[src/rtl/hesc_pkg.sv]
// Shared types, constants and byte tables for the HTML escape stream core.
package hesc_pkg;

  localparam int unsigned CapWidth   = 16;
  localparam int unsigned ChWidth    = 16;
  localparam int unsigned CpWidth    = 21;
  localparam int unsigned QueueDepth = 4;
  localparam int unsigned QPtrWidth  = 2;

  localparam logic [CpWidth-1:0]  CpLimit  = 21'h10FFFF;
  localparam logic [CapWidth-1:0] CapReset = 16'd1024;

  localparam logic [7:0] ChLt    = 8'h3C;
  localparam logic [7:0] ChGt    = 8'h3E;
  localparam logic [7:0] ChAmp   = 8'h26;
  localparam logic [7:0] ChQuot  = 8'h22;
  localparam logic [7:0] ChApos  = 8'h27;
  localparam logic [7:0] ChSlash = 8'h2F;
  localparam logic [7:0] ChHash  = 8'h23;
  localparam logic [7:0] ChX     = 8'h78;
  localparam logic [7:0] ChSemi  = 8'h3B;

  typedef enum logic [1:0] {
    STOP_DONE  = 2'd0,
    STOP_ROOM  = 2'd1,
    STOP_UTF8  = 2'd2,
    STOP_RANGE = 2'd3
  } stop_e;

  typedef enum logic [1:0] {
    PK_CHAR    = 2'd0,
    PK_ENTITY  = 2'd1,
    PK_NUMERIC = 2'd2,
    PK_TERM    = 2'd3
  } piece_kind_e;

  typedef struct packed {
    logic [7:0] in_byte;
    logic       end_of_text;
  } in_item_t;

  typedef struct packed {
    logic [7:0]  out_byte;
    logic        is_terminator;
    logic        last_of_run;
    logic [15:0] chars_written;
    logic [1:0]  stop_reason;
  } out_item_t;

  // One output piece, as the front hands it to the back.
  typedef struct packed {
    piece_kind_e         kind;
    logic [7:0]          ch;
    logic [CpWidth-1:0]  cp;
    logic [3:0]          len;
    logic [2:0]          ndig;
    logic [ChWidth-1:0]  count;
    stop_e               reason;
  } desc_t;

  function automatic logic [3:0] entity_len(input logic [7:0] ch);
    logic [3:0] n;
    n = 4'd6;
    if (ch == ChLt || ch == ChGt) begin
      n = 4'd4;
    end else if (ch == ChAmp) begin
      n = 4'd5;
    end
    return n;
  endfunction

  function automatic logic [7:0] entity_byte(input logic [7:0] ch, input logic [3:0] idx);
    logic [47:0] s;
    logic [47:0] sh;
    s = '0;
    if (ch == ChLt) begin
      s = {"&lt;", 16'h0};
    end else if (ch == ChGt) begin
      s = {"&gt;", 16'h0};
    end else if (ch == ChAmp) begin
      s = {"&amp;", 8'h0};
    end else if (ch == ChQuot) begin
      s = "&quot;";
    end else if (ch == ChApos) begin
      s = "&#x27;";
    end else if (ch == ChSlash) begin
      s = "&#x2F;";
    end
    sh = s << {idx, 3'b000};
    return sh[47:40];
  endfunction

  function automatic logic [7:0] hex_char(input logic [3:0] nib);
    logic [7:0] c;
    if (nib < 4'd10) begin
      c = 8'h30 + {4'h0, nib};
    end else begin
      c = 8'h37 + {4'h0, nib};
    end
    return c;
  endfunction

endpackage

[src/rtl/hesc_front.sv]
// Front end: takes text words, tracks UTF-8 and room, and issues piece descriptors.
module hesc_front #(
  parameter int unsigned COUNT_WIDTH = 16
) (
  input  logic                 clk_i,
  input  logic                 rst_ni,
  input  logic                 accept_i,
  input  hesc_pkg::in_item_t   in_item_i,
  input  logic                 cfg_write_i,
  input  logic [15:0]          cfg_data_i,
  output logic                 q_push_o,
  output hesc_pkg::desc_t      q_wdata_o
);

  localparam int unsigned ExtW = (COUNT_WIDTH > 16) ? COUNT_WIDTH : 16;

  logic [15:0]                    cap_q, cap_d;
  logic [COUNT_WIDTH-1:0]         room_q, room_d;
  logic [COUNT_WIDTH-1:0]         cnt_q, cnt_d;
  logic [1:0]                     pend_q, pend_d;
  logic [hesc_pkg::CpWidth-1:0]   acc_q, acc_d;
  logic                           halted_q, halted_d;
  hesc_pkg::stop_e                cause_q, cause_d;

  logic [7:0]                     b;
  logic                           eot;
  logic [hesc_pkg::CpWidth-1:0]   acc_new;
  logic [2:0]                     ndig;
  logic                           have_piece;
  logic [3:0]                     plen;
  logic [ExtW-1:0]                cnt_ext;
  hesc_pkg::desc_t                desc;

  // Saturate a capacity to the count width.
  function automatic logic [COUNT_WIDTH-1:0] load_room(input logic [15:0] cap);
    logic [ExtW-1:0] ext;
    ext = ExtW'(cap);
    return ((ext >> COUNT_WIDTH) != '0) ? '1 : ext[COUNT_WIDTH-1:0];
  endfunction

  assign b       = in_item_i.in_byte;
  assign eot     = in_item_i.end_of_text || (b == 8'h00);
  assign acc_new = {acc_q[hesc_pkg::CpWidth-7:0], b[5:0]};
  assign cnt_ext = ExtW'(cnt_q);

  always_comb begin
    priority if (acc_new[20]) begin
      ndig = 3'd6;
    end else if (acc_new[19:16] != 4'h0) begin
      ndig = 3'd5;
    end else if (acc_new[15:12] != 4'h0) begin
      ndig = 3'd4;
    end else if (acc_new[11:8] != 4'h0) begin
      ndig = 3'd3;
    end else if (acc_new[7:4] != 4'h0) begin
      ndig = 3'd2;
    end else begin
      ndig = 3'd1;
    end
  end

  always_comb begin
    cap_d      = cap_q;
    room_d     = room_q;
    cnt_d      = cnt_q;
    pend_d     = pend_q;
    acc_d      = acc_q;
    halted_d   = halted_q;
    cause_d    = cause_q;
    have_piece = 1'b0;
    plen       = 4'd1;
    q_push_o   = 1'b0;
    desc       = '0;
    desc.ch    = b;
    desc.cp    = acc_new;
    desc.ndig  = ndig;
    desc.count = cnt_ext[15:0];

    if (cfg_write_i) begin
      cap_d    = cfg_data_i;
      room_d   = load_room(cfg_data_i);
      cnt_d    = '0;
      pend_d   = '0;
      acc_d    = '0;
      halted_d = 1'b0;
      cause_d  = hesc_pkg::STOP_DONE;
    end else if (accept_i) begin
      if (eot) begin
        desc.kind = hesc_pkg::PK_TERM;
        desc.len  = 4'd1;
        if (halted_q) begin
          desc.reason = cause_q;
        end else if (pend_q != 2'd0) begin
          desc.reason = hesc_pkg::STOP_UTF8;
        end else begin
          desc.reason = hesc_pkg::STOP_DONE;
        end
        q_push_o = 1'b1;
        room_d   = load_room(cap_q);
        cnt_d    = '0;
        pend_d   = '0;
        acc_d    = '0;
        halted_d = 1'b0;
        cause_d  = hesc_pkg::STOP_DONE;
      end else if (!halted_q) begin
        if (pend_q != 2'd0) begin
          if (b[7:6] != 2'b10) begin
            halted_d = 1'b1;
            cause_d  = hesc_pkg::STOP_UTF8;
          end else begin
            pend_d = pend_q - 2'd1;
            acc_d  = acc_new;
            if (pend_q == 2'd1) begin
              acc_d = '0;
              if (acc_new > hesc_pkg::CpLimit) begin
                halted_d = 1'b1;
                cause_d  = hesc_pkg::STOP_RANGE;
              end else if (acc_new != '0) begin
                have_piece = 1'b1;
                desc.kind  = hesc_pkg::PK_NUMERIC;
                plen       = 4'd4 + {1'b0, ndig};
              end
            end
          end
        end else if (b == hesc_pkg::ChLt || b == hesc_pkg::ChGt || b == hesc_pkg::ChAmp
                     || b == hesc_pkg::ChQuot || b == hesc_pkg::ChApos
                     || b == hesc_pkg::ChSlash) begin
          have_piece = 1'b1;
          desc.kind  = hesc_pkg::PK_ENTITY;
          plen       = hesc_pkg::entity_len(b);
        end else if (!b[7]) begin
          have_piece = 1'b1;
          desc.kind  = hesc_pkg::PK_CHAR;
          plen       = 4'd1;
        end else if (b[7:5] == 3'b110) begin
          acc_d  = {16'h0, b[4:0]};
          pend_d = 2'd1;
        end else if (b[7:4] == 4'b1110) begin
          acc_d  = {17'h0, b[3:0]};
          pend_d = 2'd2;
        end else if (b[7:3] == 5'b11110) begin
          acc_d  = {18'h0, b[2:0]};
          pend_d = 2'd3;
        end
        // Stray continuation and invalid lead bytes fall through and drop.

        if (have_piece) begin
          desc.len = plen;
          if (room_q <= COUNT_WIDTH'(plen)) begin
            halted_d = 1'b1;
            cause_d  = hesc_pkg::STOP_ROOM;
          end else begin
            q_push_o = 1'b1;
            room_d   = room_q - COUNT_WIDTH'(plen);
            cnt_d    = cnt_q + COUNT_WIDTH'(plen);
          end
        end
      end
    end
  end

  assign q_wdata_o = desc;

  always_ff @(posedge clk_i or negedge rst_ni) begin
    if (!rst_ni) begin
      cap_q    <= hesc_pkg::CapReset;
      room_q   <= load_room(hesc_pkg::CapReset);
      cnt_q    <= '0;
      pend_q   <= '0;
      acc_q    <= '0;
      halted_q <= 1'b0;
      cause_q  <= hesc_pkg::STOP_DONE;
    end else begin
      cap_q    <= cap_d;
      room_q   <= room_d;
      cnt_q    <= cnt_d;
      pend_q   <= pend_d;
      acc_q    <= acc_d;
      halted_q <= halted_d;
      cause_q  <= cause_d;
    end
  end

endmodule

[src/rtl/hesc_queue.sv]
// Short descriptor queue between the front and back ends.
module hesc_queue (
  input  logic             clk_i,
  input  logic             rst_ni,
  input  logic             push_i,
  input  hesc_pkg::desc_t  wdata_i,
  input  logic             pop_i,
  output hesc_pkg::desc_t  rdata_o,
  output logic             full_o,
  output logic             empty_o
);

  hesc_pkg::desc_t                   mem_q [hesc_pkg::QueueDepth];
  logic [hesc_pkg::QPtrWidth-1:0]    wr_q, rd_q;
  logic [hesc_pkg::QPtrWidth:0]      cnt_q;

  assign full_o  = (cnt_q == (hesc_pkg::QPtrWidth + 1)'(hesc_pkg::QueueDepth));
  assign empty_o = (cnt_q == '0);
  assign rdata_o = mem_q[rd_q];

  always_ff @(posedge clk_i) begin
    if (push_i) begin
      mem_q[wr_q] <= wdata_i;
    end
  end

  always_ff @(posedge clk_i or negedge rst_ni) begin
    if (!rst_ni) begin
      wr_q  <= '0;
      rd_q  <= '0;
      cnt_q <= '0;
    end else begin
      if (push_i) begin
        wr_q <= wr_q + 1'b1;
      end
      if (pop_i) begin
        rd_q <= rd_q + 1'b1;
      end
      unique case ({push_i, pop_i})
        2'b10:   cnt_q <= cnt_q + 1'b1;
        2'b01:   cnt_q <= cnt_q - 1'b1;
        default: cnt_q <= cnt_q;
      endcase
    end
  end

endmodule

[src/rtl/hesc_back.sv]
// Back end: expands descriptors into output bytes, one word per cycle while the output is popped.
module hesc_back (
  input  logic                 clk_i,
  input  logic                 rst_ni,
  input  hesc_pkg::desc_t      q_rdata_i,
  input  logic                 q_empty_i,
  output logic                 q_pop_o,
  input  logic                 pop_i,
  output logic                 empty_o,
  output hesc_pkg::out_item_t  out_item_o
);

  logic [3:0]           idx_q, idx_d;
  logic                 valid_q, valid_d;
  hesc_pkg::out_item_t  out_q, out_d;
  logic                 advance, load, last;
  logic [2:0]           ni;
  logic [3:0]           nib;
  logic [7:0]           obyte;
  hesc_pkg::desc_t      d;

  assign d       = q_rdata_i;
  assign advance = !valid_q || pop_i;
  assign load    = advance && !q_empty_i;
  assign last    = (idx_q == d.len - 4'd1);
  assign q_pop_o = load && last;
  // Digits run most significant first, after the three prefix bytes.
  assign ni      = 3'(d.ndig + 3'd2 - idx_q[2:0]);

  always_comb begin
    unique case (ni)
      3'd0:    nib = d.cp[3:0];
      3'd1:    nib = d.cp[7:4];
      3'd2:    nib = d.cp[11:8];
      3'd3:    nib = d.cp[15:12];
      3'd4:    nib = d.cp[19:16];
      default: nib = {3'b000, d.cp[20]};
    endcase
  end

  always_comb begin
    unique case (d.kind)
      hesc_pkg::PK_CHAR:    obyte = d.ch;
      hesc_pkg::PK_ENTITY:  obyte = hesc_pkg::entity_byte(d.ch, idx_q);
      hesc_pkg::PK_NUMERIC: begin
        if (idx_q == 4'd0) begin
          obyte = hesc_pkg::ChAmp;
        end else if (idx_q == 4'd1) begin
          obyte = hesc_pkg::ChHash;
        end else if (idx_q == 4'd2) begin
          obyte = hesc_pkg::ChX;
        end else if (last) begin
          obyte = hesc_pkg::ChSemi;
        end else begin
          obyte = hesc_pkg::hex_char(nib);
        end
      end
      default:              obyte = 8'h00;
    endcase
  end

  always_comb begin
    idx_d   = idx_q;
    valid_d = valid_q;
    out_d   = out_q;
    if (load) begin
      valid_d             = 1'b1;
      idx_d               = last ? 4'd0 : idx_q + 4'd1;
      out_d.out_byte      = obyte;
      out_d.last_of_run   = last;
      out_d.is_terminator = (d.kind == hesc_pkg::PK_TERM);
      out_d.chars_written = (d.kind == hesc_pkg::PK_TERM) ? d.count : '0;
      out_d.stop_reason   = (d.kind == hesc_pkg::PK_TERM) ? d.reason : hesc_pkg::STOP_DONE;
    end else if (pop_i) begin
      valid_d = 1'b0;
    end
  end

  always_ff @(posedge clk_i or negedge rst_ni) begin
    if (!rst_ni) begin
      idx_q   <= '0;
      valid_q <= 1'b0;
    end else begin
      idx_q   <= idx_d;
      valid_q <= valid_d;
    end
  end

  always_ff @(posedge clk_i) begin
    out_q <= out_d;
  end

  assign empty_o    = !valid_q;
  assign out_item_o = out_q;

endmodule

[src/rtl/html_escape_utf8_stream_core.sv]
// Path: an accepted text word passes the descriptor queue, then the output register.
// Throughput: one result word per cycle while output is popped; plain bytes sustain
// one text word per cycle, an entity or numeric reference holds the back end until
// all its bytes are out, and the four-entry queue sets how far the front may run ahead.
// Reset: descriptor queue empty, stream state cleared, capacity register loads 1024.
module html_escape_utf8_stream_core #(
  parameter int unsigned COUNT_WIDTH = 16
) (
  input  logic                 clk_i,
  input  logic                 rst_ni,
  input  logic                 push,
  output logic                 full,
  input  hesc_pkg::in_item_t   in_item_i,
  output logic                 empty,
  input  logic                 pop,
  output hesc_pkg::out_item_t  out_item_o,
  input  logic                 cfg_valid_i,
  output logic                 cfg_ready_o,
  input  logic [15:0]          cfg_data_i
);

  logic             q_push, q_pop, q_full, q_empty, accept;
  hesc_pkg::desc_t  q_wdata, q_rdata;

  assign cfg_ready_o = 1'b1;
  assign full        = q_full;
  assign accept      = push && !q_full;

  hesc_front #(
    .COUNT_WIDTH (COUNT_WIDTH)
  ) u_front (
    .clk_i       (clk_i),
    .rst_ni      (rst_ni),
    .accept_i    (accept),
    .in_item_i   (in_item_i),
    .cfg_write_i (cfg_valid_i && cfg_ready_o),
    .cfg_data_i  (cfg_data_i),
    .q_push_o    (q_push),
    .q_wdata_o   (q_wdata)
  );

  hesc_queue u_queue (
    .clk_i   (clk_i),
    .rst_ni  (rst_ni),
    .push_i  (q_push),
    .wdata_i (q_wdata),
    .pop_i   (q_pop),
    .rdata_o (q_rdata),
    .full_o  (q_full),
    .empty_o (q_empty)
  );

  hesc_back u_back (
    .clk_i      (clk_i),
    .rst_ni     (rst_ni),
    .q_rdata_i  (q_rdata),
    .q_empty_i  (q_empty),
    .q_pop_o    (q_pop),
    .pop_i      (pop),
    .empty_o    (empty),
    .out_item_o (out_item_o)
  );

  a_no_push_full: assert property (@(posedge clk_i) disable iff (!rst_ni)
    q_push |-> !q_full)
    else $error("descriptor pushed into a full queue");

  a_no_pop_empty: assert property (@(posedge clk_i) disable iff (!rst_ni)
    q_pop |-> !q_empty)
    else $error("descriptor popped from an empty queue");

  a_term_is_last: assert property (@(posedge clk_i) disable iff (!rst_ni)
    (!empty && out_item_o.is_terminator) |-> out_item_o.last_of_run)
    else $error("terminator word not marked last of run");

  a_text_no_status: assert property (@(posedge clk_i) disable iff (!rst_ni)
    (!empty && !out_item_o.is_terminator)
      |-> (out_item_o.chars_written == '0 && out_item_o.stop_reason == '0))
    else $error("status fields set on a text word");

endmodule
[config.mk]
export PLATFORM = sky130hd
export DESIGN_NAME = html_escape_utf8_stream_core
export DESIGN_NICKNAME = d
export VERILOG_FILES = /design/src/rtl/hesc_pkg.sv /design/src/rtl/hesc_front.sv /design/src/rtl/hesc_queue.sv /design/src/rtl/hesc_back.sv /design/src/rtl/html_escape_utf8_stream_core.sv
export SDC_FILE = /design/constraint.sdc
export NUM_CORES = 1
export LEC_CHECK = 0
export BUFFER_PORTS_ARGS = -buffer_cell sky130_fd_sc_hd__buf_2
export CAP_MARGIN = 20
export CORE_MARGIN = 10
export CORE_UTILIZATION = 46
export DETAILED_ROUTE_END_ITERATION = 7
export GPL_TIMING_DRIVEN = 0
export HOLD_SLACK_MARGIN = 0.1
export PLACE_DENSITY = 0.62
export SLEW_MARGIN = 20
export SYNTH_ARGS = -nofsm -noshare
export SYNTH_HDL_FRONTEND = slang
export SYNTH_SLANG_ARGS = --single-unit
export TNS_END_PERCENT = 1
[constraint.sdc]
create_clock -name clk_i -period 4.84 [get_ports clk_i]
set_input_delay 0.484 -clock clk_i [delete_from_list [all_inputs] [get_ports clk_i]]
set_output_delay 0.484 -clock clk_i [all_outputs]
set_load 0.05 [all_outputs]
Word level (Yosys, flattened, before mapping) --
Memory sizes are Yosys's and may differ from the RTL's. Cells that the tools add are included. Widths: inputs -> output; s select.
Operators by class: order comparisons 3, muxes and demuxes 129, shift operators 1, reductions and logical operators 33, equality and inequality tests 34, multiply operators 0, divide/modulo/power cells 0, bitwise operators 0, add/sub/neg operators 14
Operators with widths (number):
- $mux 48 | 6
- $mux 16 | 12
- $mux 15 | 12
- $eq 8x6->1 const B | 12
- $mux 2 | 37
- $mux 4 | 17
- $shl 48x7->48 | 1
- $mux 46 | 1
- $mux 8 | 5
- $mux 1 | 32
- $pmux 8 s3 | 1
- $gt 21x21->1 const B | 1
- $reduce_bool 21->1 | 1
- $pmux 4 s5 | 1
- $reduce_bool 4->1 | 5
- $add 16x4->16 | 1
- $le 16x4->1 | 1
- $sub 16x4->16 | 1
- $add 6x4->7 const A | 2
- $mux 3 | 4
- $eq 3x3->1 const B | 3
- $logic_not 8->1 | 1
- $reduce_bool 2->1 | 4
- $logic_or 1x1->1 | 7
- 35 further kinds | 46
Storage, ports and cells: output and inout port bits 31, bits in latches 0, bits of input ports 30, logic and storage cells 232, memory bits (read-only) 0, memories 1, flip-flop bits (word level) 108, RAM bits 224
Memory list:
- u_queue.mem_q | words 4, bits a word 56, read ports 1, clocked after Yosys merged registers in 0, wr ports 1, line hesc_queue.sv:13 | hesc_pkg::desc_t mem_q [hesc_pkg::QueueDepth];

Logic depth before layout (Yosys ltp) --
Gate-level depths: netlist (run 1).
depth after elaboration 25, depth in mapped cells 20, gate-level depth less buffers 20

By module --
Synthesis (run 1) repeated with hierarchy kept, for this count alone.
Unflattened totals: cell total of the unflattened synthesis 1096, area total of the unflattened synthesis 15255.9 µm²
By module, submodules not included:
- hesc_queue | cells each 329, seq. area each 6901.6 µm², instances 1, area each 8504.4 µm²
- hesc_front | cells each 498, seq. area each 1704.1 µm², instances 1, area each 4274.1 µm²
- hesc_back | cells each 266, seq. area each 965.9 µm², instances 1, area each 2452.4 µm²
- html_escape_utf8_stream_core | cells each 3, seq. area each 0.0 µm², instances 1, area each 25.0 µm²

Worst setup path before layout (run 1) --
No wires, ideal clock.
path type flip-flop to flip-flop, from register u_front.acc_q[5] (netlist name), to memory u_queue.mem_q[0][0] (netlist name), enable pin, required time 4427 ps, clock period less this slack 4481 ps, buffers on the path 0, path slack 359 ps, data arrival time 4068 ps, setup time 413 ps, stages on the path, launching flop included 13, cells stage by stage dfrtp_1 or4_1 nor4b_1 inv_1 a21oi_1 o22ai_1 inv_1 fa_1 a21o_1 a21oi_1 o2111ai_1 a31o_2 and2_1
Between the ends: word-level cells in the longest chain between the ends 24, elaborated cells on any way between the ends 35, classes of those cells 1 x add/sub; 2 x order compare; 30 x mux; 2 x reduce/logical
RTL lines:
- start, declared | line hesc_front.sv:21 | logic [hesc_pkg::CpWidth-1:0] acc_q, acc_d;
- start signal, assigned | line hesc_front.sv:170 | acc_q <= '0;
- start signal, assigned | line hesc_front.sv:178 | acc_q <= acc_d;
- $reduce_bool 4->1 | line hesc_front.sv:53 | end else if (acc_new[11:8] != 4'h0) begin
- $mux 3 | line hesc_front.sv:53
- $mux 3 | line hesc_front.sv:51 | end else if (acc_new[15:12] != 4'h0) begin
- $mux 3 | line hesc_front.sv:49 | end else if (acc_new[19:16] != 4'h0) begin
- $mux 3 | line hesc_front.sv:47 | priority if (acc_new[20]) begin
- $add 3x3->4 | line hesc_front.sv:121 | plen = 4'd4 + {1'b0, ndig};
- $mux 4 | line hesc_front.sv:118 | end else if (acc_new != '0) begin
- $mux 4 | line hesc_front.sv:115 | if (acc_new > hesc_pkg::CpLimit) begin
- [... 8 more ...]
- $mux 1 | line hesc_front.sv:149 | if (room_q <= COUNT_WIDTH'(plen)) begin
- $mux 1 * | line hesc_front.sv:147 | if (have_piece) begin
- $mux 1 * | line hesc_front.sv:105 | end else if (!halted_q) begin
- $mux 1 * | line hesc_front.sv:88 | if (eot) begin
- $mux 1 * | line hesc_front.sv:87 | end else if (accept_i) begin
- $mux 1 * | line hesc_front.sv:79 | if (cfg_write_i) begin
- $mux 1 * | line hesc_queue.sv:22 | if (push_i) begin
- $mux 1 (not written as such) * | line hesc_queue.sv:23 | mem_q[wr_q] <= wdata_i;
- end, declared | line hesc_queue.sv:13
Every way passes the cells marked *; elsewhere a longest branch is shown, timed or not. The select of a mux whose other input is x is not followed.

Final worst setup path (run 1) --
from register u_front.acc_q[5] (netlist name), to register u_queue.cnt_q[2] (netlist name)
Between the ends: word-level cells in the longest chain between the ends 24, elaborated cells on any way between the ends 37, classes of those cells 1 x add/sub; 2 x order compare; 2 x eq/ne; 29 x mux; 3 x reduce/logical
RTL lines:
- $reduce_bool 4->1 | line hesc_front.sv:53
- $mux 3 | line hesc_front.sv:53
- $mux 3 | line hesc_front.sv:51
- $mux 3 | line hesc_front.sv:49
- $mux 3 | line hesc_front.sv:47
- $add 3x3->4 | line hesc_front.sv:121
- $mux 4 | line hesc_front.sv:118
- $mux 4 | line hesc_front.sv:115
- [... 8 more ...]
- $mux 1 | line hesc_front.sv:149
- $mux 1 * | line hesc_front.sv:147
- $mux 1 * | line hesc_front.sv:105
- $mux 1 * | line hesc_front.sv:88
- $mux 1 * | line hesc_front.sv:87
- $mux 1 * | line hesc_front.sv:79
- $eq 2x1->1 / $eq 2x2->1 (equally long branches) | line hesc_queue.sv:39 | unique case ({push_i, pop_i})
- $pmux 3 s2 / $reduce_bool 2->1 (equally long branches)
- end signal, assigned | line hesc_queue.sv:40 | 2'b10: cnt_q <= cnt_q + 1'b1;
- end signal, assigned | line hesc_queue.sv:41 | 2'b01: cnt_q <= cnt_q - 1'b1;
- end signal, assigned | line hesc_queue.sv:42 | default: cnt_q <= cnt_q;
- end, declared | line hesc_queue.sv:15 | logic [hesc_pkg::QPtrWidth:0] cnt_q;
Marks and branches as above. A chain may end at the register's enable or synchronous reset.

==> results of run 1 <==
## cell families (layout without fill, tap and decap cells)
group                      count (synthesis)  after routing  share of synthesized area, %
adders and majority gates                 25             25                          2.36
and+or+nand+nor                          299            299                          10.8
DFF                                      308            308                          62.4
muxes                                     64             64                          9.40
buffers and inverters                     95            221                          2.92
other                                      1              2                        0.0264
AOI/OAI and AO/OA                        213            213                          9.94
xor gates and xnor gates                  31             31                          2.14
## metrics by stage
step | worst slack [ns] | cells | TNS, ns | hold WS [ns] | total power, W
global route | -0.156 | 1558 | -0.156 | 0.147 | 0.0104
finish | 0.117 | 1559 | 0 | 0.179 | 0.00982
floorplan | 0.359 | 1036 | 0 | 0.188 | 0.00626
detailed placement | -0.470 | 1495 | -2.81 | 0.314 | 0.00722
CTS | 0.00145 | 1558 | 0 | 0.151 | 0.00991
global placement | -1.50 | 1490 | -298.91 | 0.455 | 0.00717
## path summary, 6_finish.rpt
check                                endpoint  slack (ns)         startpoint  cells after the start
min reg2reg                 u_front.cap_q[15]        0.49  u_front.cap_q[15]                      2
max                          u_queue.cnt_q[2]        0.12   u_front.acc_q[5]                     19
min                            u_back.valid_q        0.18                pop                      2
min in group asynchronous    u_front.acc_q[5]        0.36             rst_ni                      2
max in group asynchronous  u_front.room_q[10]        3.87             rst_ni                      3
max reg2reg                  u_queue.cnt_q[2]        0.12   u_front.acc_q[5]                     19
## per-layer routing
layer | vias to the layer above | wire [um]
li1 | 4151 | -
met1 | 4444 | 14500
met2 | 199 | 14800
met3 | 37 | 1490
met4 | 2 | 382
met5 | - | 13
## cells in the final DEF (no fill, tap or decap), types with 5 or more instances in the layout
| cell type | n |
|---|---|
| inv_1 | 45 |
| nand3_1 | 19 |
| a21o_1 | 8 |
| a21oi_1 | 32 |
| o31ai_1 | 6 |
| clkinv_2 | 6 |
| and2_1 | 9 |
| mux2_2 | 8 |
| edfxtp_1 | 228 |
| nand2_1 | 93 |
| clkbuf_1 | 36 |
| buf_4 | 7 |
| xor2_1 | 8 |
| dfrtp_1 | 76 |
| buf_6 | 5 |
| o211ai_1 | 7 |
| and3_1 | 24 |
| a211oi_1 | 19 |
| nand2b_1 | 7 |
| buf_2 | 65 |
| a31oi_1 | 14 |
| nor3_1 | 11 |
| clkbuf_16 | 34 |
| o22ai_1 | 5 |
| or3_1 | 9 |
| ha_1 | 22 |
| nor2_1 | 68 |
| nor2b_1 | 13 |
| mux4_1 | 5 |
| o21ai_0 | 65 |
| a22o_1 | 5 |
| mux4_2 | 48 |
| xnor2_1 | 21 |
## flip-flops by register name, summed over array words and instances (netlist names), 2 cells and up
| register | cells |
|---|---|
| u_queue.mem_q | 200 |
| u_queue.rd_q | 2 |
| u_queue.cnt_q | 3 |
| u_front.acc_q | 15 |
| u_front.room_q | 16 |
| u_back.idx_q | 4 |
| u_back.out_item_o | 28 |
| u_front.pend_q | 2 |
| u_front.cap_q | 16 |
| u_front.cause_q | 2 |
| u_front.cnt_ext | 16 |
| u_queue.wr_q | 2 |
## critical path: cells and delay by family (launching register included)
family                     cells  cell delay [ns]
and+or+nand+nor                4             1.06
buffers and inverters          3             0.20
adders and majority gates      4             1.23
DFF                            1             0.46
AOI/OAI and AO/OA              6             1.39
xor gates and xnor gates       2             0.31
## power breakdown
part           leakage, nW  internal (W)  switching (W)
Clock                0.561       0.00156        0.00103
Sequential            3.14       0.00327       0.000144
Combinational         2.37       0.00143        0.00238
## area by class of cell
class,instances,area [um^2]
Antenna cell,1,2.50
Buffer,46,231
Clock buffer,44,908
Clock inverter,18,241
Fill cell,2564,14100
Inverter,47,176
Multi-Input combinational cell,633,5020
Sequential cell,308,8850
Tap cell,396,495
Timing Repair Buffer,66,444
## repair_timing
action | CTS | global route
hold buffers | 1 | 0
setup endpoints to repair | 153 | 16
hold endpoints to repair | 78 | 0
buffers inserted | 1 | 1
pin swaps | 1 | 1
resized for setup | 11 | 7
==> key figures, run 1 <==
Clocking
  • Clock sink count: 308
  • Worst-path clk slew: 0.06 ns
  • CTS buffer count: 34
  • Clock Latency Late Sink: 0.52 ns
  • Clock buffer depth: 3
  • CTS tree: yes
  • Clock root buffer master: clkbuf_16
  • H-tree depth: 2

Routing
  • Routed WL: 31200 um
  • DR iter-0 viols: 654
  • Vias/cell: 5.67
  • DR pass1 iterations: 5
  • Via count: 8833
  • DRT antenna net count: 0
  • WL per Instance: 20.0 um
  • DRC: 0

Timing
  • Final worst path period share: 97.6%
  • Hold Fails Final Rpt: 0
  • RSZ-0062 raised after global routing: true
  • # setup viols final: 0
  • Worst-margin pin slew: 0.809 ns
  • Highest clock rate: 212 MHz
  • Post-layout min period: 4.72 ns
  • Final Skew: 0.0147 ns
  • Pins Over Slew Limit: 0
  • Rel. slew slack: 45.6%

GRT
  • Met2 global-route usage: 26.3%
  • Gr busiest metal: met2
  • Total global routing track utilization: 16.2%
  • Vias in the first global route: 8759
  • Met3 Use GR: 2.98%
  • Met1 GRT Util: 22.3%
  • Grt total ovfl: 0
  • Antenna violations before repair: 1
  • First-pass GRT wire length: 49900 um
  • Largest net degree at the start of global routing: 70

Place
  • Gpl congestion: 0.881
  • PortBufs: 58
  • Post-DP HPWL: 21900 um
  • DP Area: 0.0151 mm^2

Floorplan
  • DIE WIDTH: 196 um
  • I/O pins: 61
  • Starting Density: 46.5%
  • Core Area: 0.0305 mm^2
  • Std cell rows: 64
  • DIE AREA: 0.0383 mm^2
  • Die height: 196 um

Layout
  • Post-Route Utilization: 53.7%
  • Nets: 1191
  • Ratio of cells with drive above 1 in the final layout: 20.3%
  • Final Cell Area: 0.0164 mm^2
  • P&R area growth vs syn: 15.5%

Yosys
  • Post-Synthesis Cells: 1036
  • Post-synthesis sequential area ratio: 62.4%
  • Syn Area/Cell: 13.7 um^2
  • Cell taking the most area after synthesis: edfxtp_1
  • Post-synth EDFFs: 228
  • Syn Std Cell Area: 0.0142 mm^2
  • Flops & latches, synth: 308
  • Syn_nets: 1091
  • Top_reg_cell synth: edfxtp_1
  • Synthesis Warnings: 0
  • Top-count cell post-synth: edfxtp_1
  • Distinct cells, synth: 86
  • Ys async rst share: 26.0%
  • Post-synth top cells: edfxtp_1 (228), nand2_1 (93), dfrtp_1 (78)
  • Top-area cell type share of the netlist area: 48.3%
  • Top post-synthesis cells by area: edfxtp_1 (48%), dfrtp_1 (14%), mux4_2 (7.6%), nand2_1 (2.5%), o21ai_0 (2.3%)

Worst setup path
  • Worst path most repeated cell: inv_1
  • Worst path cell trace: or4_1, nor4b_4, a31o_2, nor2_1, a21oi_2, ha_1, inv_1, fa_1, a21o_1, a21oi_4, o2111ai_4, a31o_4, inv_1, ha_1, inv_1, fa_1, xor2_1, nor2_1, xor2_1
  • WS Path Type: flop to flop
  • CP Launch Type: flop
  • Arrival @ worst endpoint: 5.15 ns
  • Crit-path max FO: 8
  • Critical path's slowest cell: or4_1
  • Crit-path max cell delay: 0.61 ns
  • Worst setup EP type: flop
  • CP required: 5.27 ns

Flow run
  • Maxcap violations: 0

Hold path
  • Worst min path class: input pin to flop

Pwr
  • Peak supply drop: 0.303 mV
  • Pleak: 6.07 nW
  • P per Cell Area: 599 mW/mm^2

Status
  • Status: finished, final reports clean
Note: power is estimated with default switching activity, not from simulation.
==> inputs of run 2 (changes only) <==
--- a/config.mk
+++ b/config.mk
@@ -8,11 +8,12 @@
 export BUFFER_PORTS_ARGS = -buffer_cell sky130_fd_sc_hd__buf_2
 export CAP_MARGIN = 20
 export CORE_MARGIN = 10
-export CORE_UTILIZATION = 46
+export CORE_UTILIZATION = 26
 export DETAILED_ROUTE_END_ITERATION = 7
 export GPL_TIMING_DRIVEN = 0
 export HOLD_SLACK_MARGIN = 0.1
-export PLACE_DENSITY = 0.62
+export PLACE_DENSITY = 0.4
+export RECOVER_POWER = 100
 export SLEW_MARGIN = 20
 export SYNTH_ARGS = -nofsm -noshare
 export SYNTH_HDL_FRONTEND = slang
==> run 2 against run 1 <==
The flow now finishes with violations (capacitance limit, slew limit). Die area up 68%. Power up 1.6%. Utilization down 23 points. Sequential power about the same. Final cell count up 20%. Count of clock-buffer cells in the layout up 5. Cell area up 2.1%. Setup slack better by 0.12 ns. Largest cell class unchanged. Clock skew up 0.0083 ns. First-iteration DRC count down 24%. Fmax up 2.6%. Sequential share of layout area down 1.1 points.
==> key figures, run 2 (same netlist as run 1, synthesis figures left out) <==
GRT
  • Vias in the first global route: 9146 (+4.4%)
  • Antenna violations before repair: 3 (+2)
  • Total global routing track utilization: 11.5% (-4.7 points)
  • Grt total ovfl: 0 (unchanged)
  • Met2 global-route usage: 18.4% (-7.9 points)
  • Met1 GRT Util: 15.4% (-6.9 points)
  • Gr busiest metal: met2
  • Met3 Use GR: 2.36% (-0.62 points)
  • Largest net degree at the start of global routing: 43 (-39%)
  • First-pass GRT wire length: 56700 um (+14%)

Pwr
  • Total power: 0.00997 W (+1.6%)
  • Clk pwr share: 26.4% (about the same)
  • Switching power: 0.00375 W (+5.6%)
  • Switching Fraction: 37.6% (+1.4 points)
  • P per Cell Area: 596 mW/mm^2 (-0.56%)
  • Seq pwr share: 34.4% (-0.4 points)
  • Logic pwr share: 39.2% (+0.4 points)
  • Pleak: 5.95 nW (-1.9%)
  • Pint: 0.00622 W (-0.74%)
  • Peak supply drop: 0.214 mV (-29%)

Hold path
  • Sink of the worst hold path: u_back.valid_q
  • HP Start: pop
  • Worst min path class: input pin to flop
  • Hold path depth: 2 (unchanged)

Place
  • Dpl ws: -0.808 ns (-0.338 ns)
  • Gpl congestion: 0.786 (-11%)
  • PortBufs: 58 (unchanged)
  • Post-DP HPWL: 25700 um (+17%)

Clocking
  • Clock sink count: 308 (unchanged)
  • Clock root buffer master: clkbuf_16
  • CTS buffer count: 38 (+12%)
  • CTS tree: yes
  • Clock buffer depth: 3 (unchanged)
  • H-tree depth: 2 (unchanged)
  • Worst-path clk slew: 0.05 ns (about the same)
  • Clock Latency Late Sink: 0.55 ns (+0.03 ns)

Layout
  • Max reg flops: 200 (unchanged)
  • Commonest non-fill, non-tap cells in the layout: edfxtp_1 (228), nand2_1 (93), clkbuf_1 (80)
  • Diodes inserted: 0 (-1)
  • Nets: 1201 (+0.84%)
  • P&R area growth vs syn: 18.0%
  • FILL cells: 5435 (+110%)
  • Largest Register: u_queue.mem_q
  • Ratio of cells with drive above 1 in the final layout: 17.2% (-3.1 points)
  • Commonest non-fill, non-tap cell in the layout: edfxtp_1

Floorplan
  • Core Area: 0.0539 mm^2 (+77%)
  • I/O pins: 61 (unchanged)
  • DIE WIDTH: 254 um (+30%)
  • DIE AREA: 0.0643 mm^2 (+68%)
  • Std cell rows: 85 (+33%)
  • Die height: 254 um (+30%)
  • Starting Density: 26.3% (-20 points)

Timing
  • # setup viols final: 0 (unchanged)
  • Worst-margin pin slew: 2.47 ns (+1.66 ns)
  • Post-layout min period: 4.60 ns (-0.119 ns)
  • Hold Fails Final Rpt: 0 (unchanged)
  • Final worst path period share: 95.1% (-2.5 points)
  • Setup ws final: 0.236 ns (+0.119 ns)
  • RSZ-0062 raised after global routing: false
  • Highest clock rate: 217 MHz (+2.6%)
  • Final Skew: 0.0230 ns (+0.00828 ns)
  • Pins Over Slew Limit: 43 (+43)
  • Rel. slew slack: -64.9% (-110 points)

Routing
  • DR iter-0 viols: 494 (-24%)
  • DRC: 0 (unchanged)
  • DRT antenna net count: 0 (unchanged)
  • WL per Instance: 19.8 um (-1.2%)
  • Vias/cell: 4.74 (-16%)
  • Via count: 8865 (+0.36%)
  • Routed WL: 37000 um (+18%)
  • DR pass1 iterations: 4 (-1)

Worst setup path
  • Worst path cell trace: or4_4, nor3_4, a31o_2, nor2_1, a21oi_2, ha_1, inv_1, fa_2, a21o_1, a21oi_4, o2111ai_4, a31o_2, inv_2, ha_2, inv_1, fa_1, xor2_1, nor2_1, xor2_1
  • FF-to-FF Start: u_front.acc_q[13]
  • Crit-path max FO: 7 (-1)
  • CP Launch Type: flop
  • WS Path Type: flop to flop
  • R2R setup slack: 0.24 ns (+0.12 ns)
  • Worst setup EP type: flop
  • CP required: 5.31 ns (+0.04 ns)
  • FF-to-FF path depth: 19 (unchanged)
  • Crit-path max cell delay: 0.61 ns (about the same)
  • Critical path's slowest cell: or4_4
  • Top delay family on crit path: compound AO/OA/AOI/OAI gates
  • Arrival @ worst endpoint: 5.07 ns (-0.08 ns)
  • Worst r2r dst: u_queue.cnt_q[2]
  • Worst Path Buf+Inv: 3 (unchanged)

Status
  • Failing checks: capacitance limit, slew limit
  • Status: complete, but fails checks

Flow run
  • Maxcap violations: 1 (+1)
## run 2: metrics by stage
step,instances,area [um^2],hold WS [ns],util (%),setup TNS (ns)
global route,1869,16700,0.130,31.0,0
finish,1869,16700,0.145,31.0,0
floorplan,1036,14200,0.188,-,0
global placement,1790,15300,0.455,28.5,-418.13
detailed placement,1795,15500,0.454,28.7,-60.04
CTS,1863,16700,0.107,31.0,-0.0746
## run 2: what timing repair did
action	4_1_cts	5_1_grt
setup buffers	2	7
resized for setup	15	16
endpoints found under the hold margin	39	0
setup endpoints to repair	239	31
pin swaps	3	8
hold buffers	1	0
## run 2: how the worst max path moves through the flow
stage                       from              endpoint  slack, ns  cells after the start
6_report       u_front.acc_q[13]      u_queue.cnt_q[2]       0.24                     19
5_1_grt         u_front.acc_q[2]      u_queue.cnt_q[2]      0.006                     19
4_1_cts        u_front.acc_q[11]      u_queue.cnt_q[2]      -0.07                     17
3_5_place_dp    u_front.acc_q[3]      u_queue.cnt_q[2]      -0.81                     19
3_3_place_gp    u_front.acc_q[5]  u_queue.mem_q[1][31]      -2.10                     12
2_1_floorplan   u_front.acc_q[5]   u_queue.mem_q[0][0]       0.36                     12
## run 2: worst reg2reg max path, stage by stage, from the launching register on
cell and delay [ns]:
dfrtp_1 0.47, or4_4 0.61, nor3_4 0.24, a31o_2 0.22, nor2_1 0.05, a21oi_2 0.27
ha_1 0.23, inv_1 0.06, fa_2 0.35, a21o_1 0.23, a21oi_4 0.17, o2111ai_4 0.16
a31o_2 0.31, inv_2 0.08, ha_2 0.18, inv_1 0.06, fa_1 0.43, xor2_1 0.15
nor2_1 0.13, xor2_1 0.15
## run 2: power by group through the flow
stage	registers [W]	clock network, W	logic [W]
2_1_floorplan	0.00383	0	0.00243
3_3_place_gp	0.00349	0	0.00388
3_5_place_dp	0.00348	0	0.00392
4_1_cts	0.00343	0.00273	0.00400
5_1_grt	0.00346	0.00284	0.00426
6_report	0.00343	0.00264	0.00391
## run 2: final cells by class
class	count	area (um^2)	share of cell area (%)
flip-flops and latches	308	8860	52.9
repair buffers	73	415	2.48
inverters	47	176	1.05
multi-input cells	633	5040	30.1
well taps	696	871	5.21
clock inverters	18	131	0.785
clock buffers	49	1010	6.05
plain buffers	45	229	1.37
## run 2: per-layer routing
metal  wire [um]  share of wire [%]
met5          27              0.073
met2       17200                 47
met4         761                2.1
met3        1470                4.0
met1       17500                 47
